## config.mk

```make
export PLATFORM = sky130hd
export DESIGN_NAME = wvm_div
export DESIGN_NICKNAME = d
export VERILOG_FILES = /design/src/sv/wvm_div.sv
export SDC_FILE = /design/constraint.sdc
export NUM_CORES = 1
export LEC_CHECK = 0
export BUFFER_PORTS_ARGS = -buffer_cell sky130_fd_sc_hd__buf_4
export CAP_MARGIN = 20
export CORE_AREA = 2 2 133 135
export DETAILED_ROUTE_END_ITERATION = 8
export DIE_AREA = 0 0 135 137
export REMOVE_ABC_BUFFERS = 1
export SKIP_CTS_REPAIR_TIMING = 1
export SYNTH_ARGS = -nofsm -noshare
export SYNTH_HDL_FRONTEND = slang
export SYNTH_SLANG_ARGS = --single-unit
export TNS_END_PERCENT = 10
```

## constraint.sdc

```tcl
create_clock -name clk -period 3.3 [get_ports clk]
set_clock_uncertainty 0.1 [all_clocks]
set_input_delay 0.33 -clock clk [delete_from_list [all_inputs] [get_ports clk]]
set_output_delay 0.33 -clock clk [all_outputs]
set_load 0.03 [all_outputs]
```

## src/sv/wvm_div.sv

```systemverilog
// Radix-2 restoring unsigned divider that forms the quotient bit-serially.
// Depends on nothing.
module wvm_div (
	input  logic        clk,
	input  logic        arst_n,
	input  logic        start,
	input  logic [31:0] dividend,
	input  logic [31:0] divisor,
	output logic        busy,
	output logic [31:0] quotient
);
	logic [31:0] rem_q, quo_q, dvs_q;
	logic [5:0]  cnt_q;
	logic [32:0] trial;

	assign trial = {rem_q, quo_q[31]} - {1'b0, dvs_q};
	assign busy = (cnt_q != 6'd0);
	assign quotient = quo_q;

	always_ff @(posedge clk or negedge arst_n) begin
		if (!arst_n) begin
			cnt_q <= 6'd0;
		end else if (start) begin
			cnt_q <= 6'd32;
		end else if (busy) begin
			cnt_q <= cnt_q - 6'd1;
		end
	end

	always_ff @(posedge clk) begin
		if (start) begin
			rem_q <= '0;
			quo_q <= dividend;
			dvs_q <= divisor;
		end else if (busy) begin
			if (!trial[32]) begin
				rem_q <= trial[31:0];
				quo_q <= {quo_q[30:0], 1'b1};
			end else begin
				rem_q <= {rem_q[30:0], quo_q[31]};
				quo_q <= {quo_q[30:0], 1'b0};
			end
		end
	end
endmodule

```

Word-level counts from Yosys, hierarchy flattened
Index checks and enable logic that the tools add are counted.
{"block": "word_totals", "output_inout_bits": 33, "regBits": 102}
{"block": "op_classes", "addsub": 2, "reduce_logical": 2, "n_mux": 6}
{"op": "$mux 32", "n": 3}
{"op": "$sub 33x32->33", "n": 1}
{"op": "$mux 6", "n": 2}
{"op": "$reduce_bool 6->1", "n": 1}
{"op": "$sub 6x1->6 const B", "n": 1}
{"op": "$reduce_bool 2->1", "n": 1}
{"op": "$mux 1", "n": 1}

Logic depth before layout (Yosys ltp)
Gate-level depths: netlist of run 1.
{"block": "logic_depth", "depth_word": 4, "depth_mapped": 13, "mapped_depth_nobuf": 12}

Least setup slack after synthesis of run 1
OpenSTA, ideal clock, no wires.
{"block": "synth_path", "kind": "register to register", "from": "register quo_q[31] (netlist: quotient[31])", "to": "register rem_q[29]", "stages_incl_launch_ff": 13, "arrival_time_ns": 3.097, "slack_ns": 0.029, "n_path_buf": 0, "t_required_ns": 3.126, "cell_sequence": "edfxtp_1 inv_1 ha_1 fa_1 nand2b_1 a21oi_2 o22ai_2 o31a_1 o211a_4 o21ai_4 nand2_4 or4_1 a31oi_1"}
{"block": "synth_between", "elab_chain_cells": 2}
{"item": "start, declared", "line": "12", "rtl": "logic [31:0] rem_q, quo_q, dvs_q;"}
{"item": "start signal, assigned", "line": "33", "rtl": "quo_q <= dividend;"}
{"item": "start signal, assigned", "line": "38", "rtl": "quo_q <= {quo_q[30:0], 1'b1};"}
{"item": "start signal, assigned", "line": "41", "rtl": "quo_q <= {quo_q[30:0], 1'b0};"}
{"item": "$sub 33x32->33", "line": "16", "rtl": "assign trial = {rem_q, quo_q[31]} - {1'b0, dvs_q};"}
{"item": "$mux 32", "line": "36", "rtl": "if (!trial[32]) begin"}
{"item": "end signal, assigned", "line": "37", "rtl": "rem_q <= trial[31:0];"}
{"item": "end signal, assigned", "line": "40", "rtl": "rem_q <= {rem_q[30:0], quo_q[31]};"}
{"item": "end, declared", "line": "12"}
No other way between the ends.
A chain may end at the register's enable or synchronous reset.

Worst setup path in the final report of run 1
{"block": "layout_path", "from": "register quo_q[31] (netlist: quotient[31])", "to": "register rem_q[26]"}
The elaborated chain is that of the path after synthesis.

==> results of run 1 <==
==> per-stage QoR <==
step	power, mW	std cells
floorplan	3.84	563
global placement	4.53	902
detailed placement	4.59	902
CTS	5.69	918
global route	6.22	924
finish	5.81	924
==> report_power, final <==
group,internal [mW],leakage [nW],switching [mW]
registers,1.70,0.988,0.230
logic,1.18,1.93,1.63
clock network,0.533,0.146,0.538
total,3.42,3.06,2.39
==> state kept, by name (all words and copies together) (netlist names) <==
name,flops
dvs_q,32
cnt_q,6
quotient,32
rem_q,32
==> metal layers <==
metal,up-vias,share of wire
li1,2357,-
met1,2271,0.44
met2,149,0.47
met3,19,0.074
met4,0,0.013
met5,-,0
==> cell type report <==
| type | count | area [µm²] |
|---|---|---|
| Tap cell | 225 | 282 |
| Fill cell | 1662 | 9770 |
| Timing Repair Buffer | 120 | 918 |
| Clock inverter | 7 | 65.1 |
| Multi-Input combinational cell | 419 | 2930 |
| Inverter | 42 | 158 |
| Clock buffer | 9 | 225 |
| Sequential cell | 102 | 2710 |
==> cells by family after synthesis <==
family / synth area share
buffers and inverters: 0.0479
AOI/OAI and AO/OA: 0.178
DFF: 0.463
xor gates and xnor gates: 0.0374
and+or+nand+nor: 0.137
adders and majority gates: 0.0740
muxes: 0.0614
==> synthesized netlist by cell type, drive strengths merged (2+ instances only) <==
library cell  instances
nor2b                 2
a31oi                 6
nor2                 48
o21ai                26
dfxtp                32
a41oi                 2
o211a                 2
mux2                 31
nor4                  4
nor3                  6
xor2                 11
clkbuf               17
a21boi                2
or3                   4
ha                   33
inv                  42
a311oi               18
and3                  2
buf                  12
a211o                 2
nand2                70
nand2b                7
xnor2                14
o211ai                8
a211oi                7
or4                   3
o2111ai               2
a21o                 12
o21a                  7
nand3                18
nand4                 8
edfxtp               64
dfrtp                 6
a21oi                47
==> worst min-delay path by stage <==
stage               start                    to  cells past startpoint  slack (ns)
6_report       divisor[8]    dvs_q[8]$_DFFE_PP_                      1        0.04
5_1_grt        divisor[8]    dvs_q[8]$_DFFE_PP_                      1        0.02
4_1_cts            arst_n  cnt_q[5]$_DFFE_PN0P_                      1       -0.36
3_5_place_dp       arst_n  cnt_q[5]$_DFFE_PN0P_                      1        0.04
3_3_place_gp       arst_n  cnt_q[3]$_DFFE_PN0P_                      1        0.04
2_1_floorplan      arst_n  cnt_q[0]$_DFFE_PN0P_                      0       -0.07
==> results.md, run 1 <==
* Yosys reg bits at 102
* RR Startpoint: quotient[31]$_DFFE_PP_
* Hold Vio Cnt, Final at 0
* Arrival time worst endpoint at 3.38 ns
* PortBufs at 99
* HPWL Detailed at 10,000 µm
* Grt met1 use at 0.189
* Final setup violation count at 0
* Area leader, netlist: edfxtp_1
* Area growth, synth to finish at 24.5%
* DR vias/cell at 5.19
* GRT Resource Usage Total at 0.154
* Cell count of the worst reg-to-reg path at 14
* HP Class: primary input to register
* Fmax achieved at 311 MHz
* Status: completed
* Boundary Pins at 100
* Vias post-DR at 4,796
* Levels on crit path at 14
* Ys async rst share at 0.0588
* Reg clk slew, reported paths at 0.08 ns
* Top cells by area, synth: edfxtp_1, dfxtp_1, ha_1
* Setup WS pre-CTS at 0.0416 ns
* Critical path launch point: quotient[31]$_DFFE_PP_
* CP max stage delay at 0.38 ns
* Worst vdd ir at 0.373 mV
* CP endpoint: rem_q[26]$_SDFFE_PP0P_
* Slew @ Worst Pin at 0.645 ns
* CTS tree: done
* Routed WL per cell at 15.4 µm
* Global-route wire length before repair at 23,100 µm
* Die ar. at 18,500 µm²
* Commonest non-fill, non-tap cell in the layout: buf_4
* Slew margin rel. at 0.570
* Die width at 135 µm
* Total grt overflow at 0
* Setup WS post-layout at 0.0882 ns
* Antenna-violating nets left at 0
* DRC at 0
* Antenna fix cells at 0
* Synth Flop Type: edfxtp_1
* Routability congestion estimate at 0.981
* Share of the synthesized area in the top cell type at 0.328
* Crit Path Class: register to register
* Root buf cell: clkbuf_16
* Worst path required time at 3.47 ns
* Starting Density at 0.343
* Clk_lat worst skew at 0.36 ns
* Die H at 137 µm
* Finished Cell Area at 7290 µm²
* Final Max Tran Viols at 0
* Tmin final at 3.21 ns
* Total CTS buffers at 9
* Sequential-to-total area share from yosys stat at 0.463
* Max-Cap Viols at 0
* Largest net degree at the start of global routing at 42
* Mapped Area at 5850 µm²
* Dpl cell area at 6870 µm²
* H-tree depth at 3
* Final #Nets at 795
* P per Cell Area at 797 nW/µm²
* CP Launch Type: register
* Syn Inst Count at 592
* Post-layout util at 0.427
* Busiest layer in global routing: met2
* Cell Chain, Critical Path: inv_1, ha_2, fa_2, nand2b_4, a21oi_4, o22ai_4, o31a_1, o211ai_1, buf_4, a21oi_2, nor2_4, buf_6, nand2_1, a311oi_1
* Share of layout cells above drive strength 1 at 0.269
* Number of global-route vias before repair at 4,781
* Critical path capture point type: register
* CP top delay family: compound AO/OA/AOI/OAI gates
* Setup tns final at 0 ns
* Clock sink count at 102
* DR iter-0 viols at 283
* Crit path max fanout at 8
* Crit path buffers/inverters at 3
* Most frequent cells in the layout: buf_4, nand2_1, edfxtp_1
* Netlist cell types at 63
* Post-synth EDFFs at 64
* Minimum hold slack at 0.0382 ns
* Core box area at 17,100 µm²
* Critical Path Slowest Stage Cell: edfxtp_1
* Reg-to-Reg End: rem_q[26]$_SDFFE_PP0P_
* R2r setup slk at 0.09 ns
* Final worst-path cycle share at 0.973
* Row cnt at 48
* Routed WL at 14,200 µm
* Met3 GRT Util at 0.0574
* Yosys warnings at 0
* Mean post-synth cell area at 9.89 µm²
* Met2 usage in global routing at 0.258
* Initial antenna violation count at 0
* Leak at 3.06 nW
* Clock Path Buffers at 2
* First-pass DRT Iterations at 5
No activity file was read; power rests on OpenSTA's default activity.
==> run 2, diff against run 1 <==
--- a/config.mk
+++ b/config.mk
@@ -6,10 +6,10 @@
 export NUM_CORES = 1
 export LEC_CHECK = 0
 export BUFFER_PORTS_ARGS = -buffer_cell sky130_fd_sc_hd__buf_4
-export CAP_MARGIN = 20
 export CORE_AREA = 2 2 133 135
 export DETAILED_ROUTE_END_ITERATION = 8
 export DIE_AREA = 0 0 135 137
+export PLACE_DENSITY_LB_ADDON = 0.1
 export REMOVE_ABC_BUFFERS = 1
 export SKIP_CTS_REPAIR_TIMING = 1
 export SYNTH_ARGS = -nofsm -noshare
==> constraint.sdc (replaced) <==
create_clock -name clk -period 3.3 [get_ports clk]
set_clock_uncertainty 0.1 [all_clocks]
set_input_delay 0.495 -clock clk [delete_from_list [all_inputs] [get_ports clk]]
set_output_delay 0.495 -clock clk [all_outputs]
set_load 0.03 [all_outputs]
==> results.md, run 2 (synthesized netlist as in run 1, its figures left out) <==
* Area growth, synth to finish at 24.4% (about the same)
* Boundary Pins at 100 (unchanged)
* Hold depth at 1 (unchanged)
* DRC at 0 (unchanged)
* Area of the multi-input gates at 2910 µm² (-0.60%)
* GRT Resource Usage Total at 0.155 (+0.000164)
* Fill cells at 1,697 (+2.1%)
* Global-route wire length before repair at 22,800 µm (-1.5%)
* Hold_sp: divisor[27]
* Most frequent cells in the layout: buf_4, nand2_1, edfxtp_1
* Initial antenna violation count at 0 (unchanged)
* Hold Vio Cnt, Final at 0 (unchanged)
* HP Class: primary input to register
* Core box area at 17,100 µm² (unchanged)
* Critical path capture point type: register
* Clock sink count at 102 (unchanged)
* Final setup violation count at 0 (unchanged)
* Total chip power at 5.77 mW (-0.58%)
* Fmax achieved at 319 MHz (+2.5%)
* Arrival time worst endpoint at 3.31 ns (-0.07 ns)
* Tmin final at 3.13 ns (-0.0789 ns)
* Commonest non-fill, non-tap cell in the layout: buf_4
* Reg-to-Reg End: rem_q[7]$_SDFFE_PP0P_
* Clock Path Buffers at 2 (unchanged)
* Reg clk slew, reported paths at 0.07 ns (about the same)
* First-pass DRT Iterations at 4 (-1)
* Row cnt at 48 (unchanged)
* Antenna fix cells at 0 (unchanged)
* CTS tree: done
* Crit Path Class: register to register
* Worst vdd ir at 0.349 mV (-6.6%)
* Hold-critical path endpoint: dvs_q[27]$_DFFE_PP_
* HPWL Detailed at 9980 µm (-0.20%)
* Crit path buffers/inverters at 3 (unchanged)
* Die width at 135 µm (unchanged)
* Root buf cell: clkbuf_16
* Leak at 3.08 nW (+0.48%)
* Final Max Tran Viols at 0 (unchanged)
* Max-Cap Viols at 0 (unchanged)
* CP max stage delay at 0.39 ns (about the same)
* Cell count of the worst reg-to-reg path at 14 (unchanged)
* Vias post-DR at 4,767 (-0.60%)
* Antenna-violating nets left at 0 (unchanged)
* Slew margin rel. at 0.548 (-0.0211)
* Dpl cell area at 6910 µm² (+0.51%)
* Worst path required time at 3.47 ns (about the same)
* Clk_lat worst skew at 0.36 ns (about the same)
* Status: completed
* RR Startpoint: quotient[31]$_DFFE_PP_
* Starting Density at 0.343 (unchanged)
* Setup tns final at 0 ns (unchanged)
* Largest net degree at the start of global routing at 52 (+24%)
* Routed WL per cell at 15.1 µm (-1.9%)
* PortBufs at 99 (unchanged)
* H-tree depth at 3 (unchanged)
* CP Launch Type: register
* CP top delay family: compound AO/OA/AOI/OAI gates
* Die H at 137 µm (unchanged)
* Slew @ Worst Pin at 0.677 ns (+0.0316 ns)
* Routability congestion estimate at 0.885 (-9.8%)
* DR iter-0 viols at 276 (-2.5%)
* Crit path max fanout at 6 (-2)
* Cell Chain, Critical Path: inv_1, ha_1, fa_1, nand2b_4, a21oi_4, o22ai_2, o31a_1, o211ai_1, buf_4, a21oi_2, nor2_4, clkbuf_4, nand2_1, a311oi_1
* Share of layout cells above drive strength 1 at 0.262 (-0.00715)
* Final #Nets at 796 (+0.13%)
* Register Area at 2710 µm² (unchanged)
* Routed WL at 14,000 µm (-1.9%)
* Critical Path Slowest Stage Cell: fa_1
* R2r setup slk at 0.17 ns (+0.08 ns)
* Die ar. at 18,500 µm² (unchanged)
* Finished Cell Area at 7280 µm² (about the same)
* DR vias/cell at 5.16 (-0.60%)
* RSZ-0062 raised after global routing: true
* P per Cell Area at 793 nW/µm² (-0.53%)
* Total CTS buffers at 9 (unchanged)
* Total grt overflow at 0 (unchanged)
* Final worst-path cycle share at 0.949 (-0.0239)
* Number of global-route vias before repair at 4,776 (-0.10%)
-- run 2: cell count changes in the layout (fill, tap and decap cells not counted), sizes merged --
| cell | before | now |
|---|---|---|
| clkinv | 3 | 2 |
| inv | 46 | 43 |
| clkbuf | 9 | 11 |
| bufinv | 0 | 1 |
| clkinvlp | 0 | 1 |
-- run 2: cell type report --
class | count | area share
clock inverter | 5 | 0.00807
sequential | 102 | 0.372
clock buffer | 10 | 0.0314
tap | 225 | 0.0387
inverter | 42 | 0.0216
multi-input combinational | 419 | 0.399
timing repair buffer | 121 | 0.128
-- run 2: worst max-delay path by stage --
stage	slack, ns	start	end	cells after the start
CTS	0.008	quotient[31]$_DFFE_PP_	rem_q[27]$_SDFFE_PP0P_	13
finish	0.17	quotient[31]$_DFFE_PP_	rem_q[7]$_SDFFE_PP0P_	14
detailed placement	0.03	quotient[31]$_DFFE_PP_	rem_q[21]$_SDFFE_PP0P_	13
global route	-0.02	quotient[31]$_DFFE_PP_	rem_q[2]$_SDFFE_PP0P_	14
floorplan	-1.00	cnt_q[0]$_DFFE_PN0P_	rem_q[31]$_SDFFE_PP0P_	8
global placement	0.20	quotient[31]$_DFFE_PP_	rem_q[29]$_SDFFE_PP0P_	13
-- run 2: report_power, final --
part	total [mW]	internal, mW	switching [mW]
clock network	1.07	0.586	0.487
registers	1.93	1.70	0.227
logic	2.77	1.17	1.61
-- run 2: per-stage QoR --
step           setup WS (ns)   util  std cells  hold slack [ns]
2_1_floorplan          -1.00      -        563           0.0994
3_3_place_gp           0.195  0.405        905            0.203
3_5_place_dp          0.0339  0.405        905            0.205
4_1_cts              0.00761  0.422        920           -0.192
5_1_grt              -0.0212  0.427        924            0.190
6_report               0.167  0.427        924            0.203
-- run 2: metal layers --
| layer | global-route usage | part of all wire |
|---|---|---|
| met3 | 0.0474 | 0.057 |
| met4 | 0.0521 | 0.016 |
| met5 | 0 | 0 |
| met2 | 0.261 | 0.48 |
| met1 | 0.188 | 0.45 |
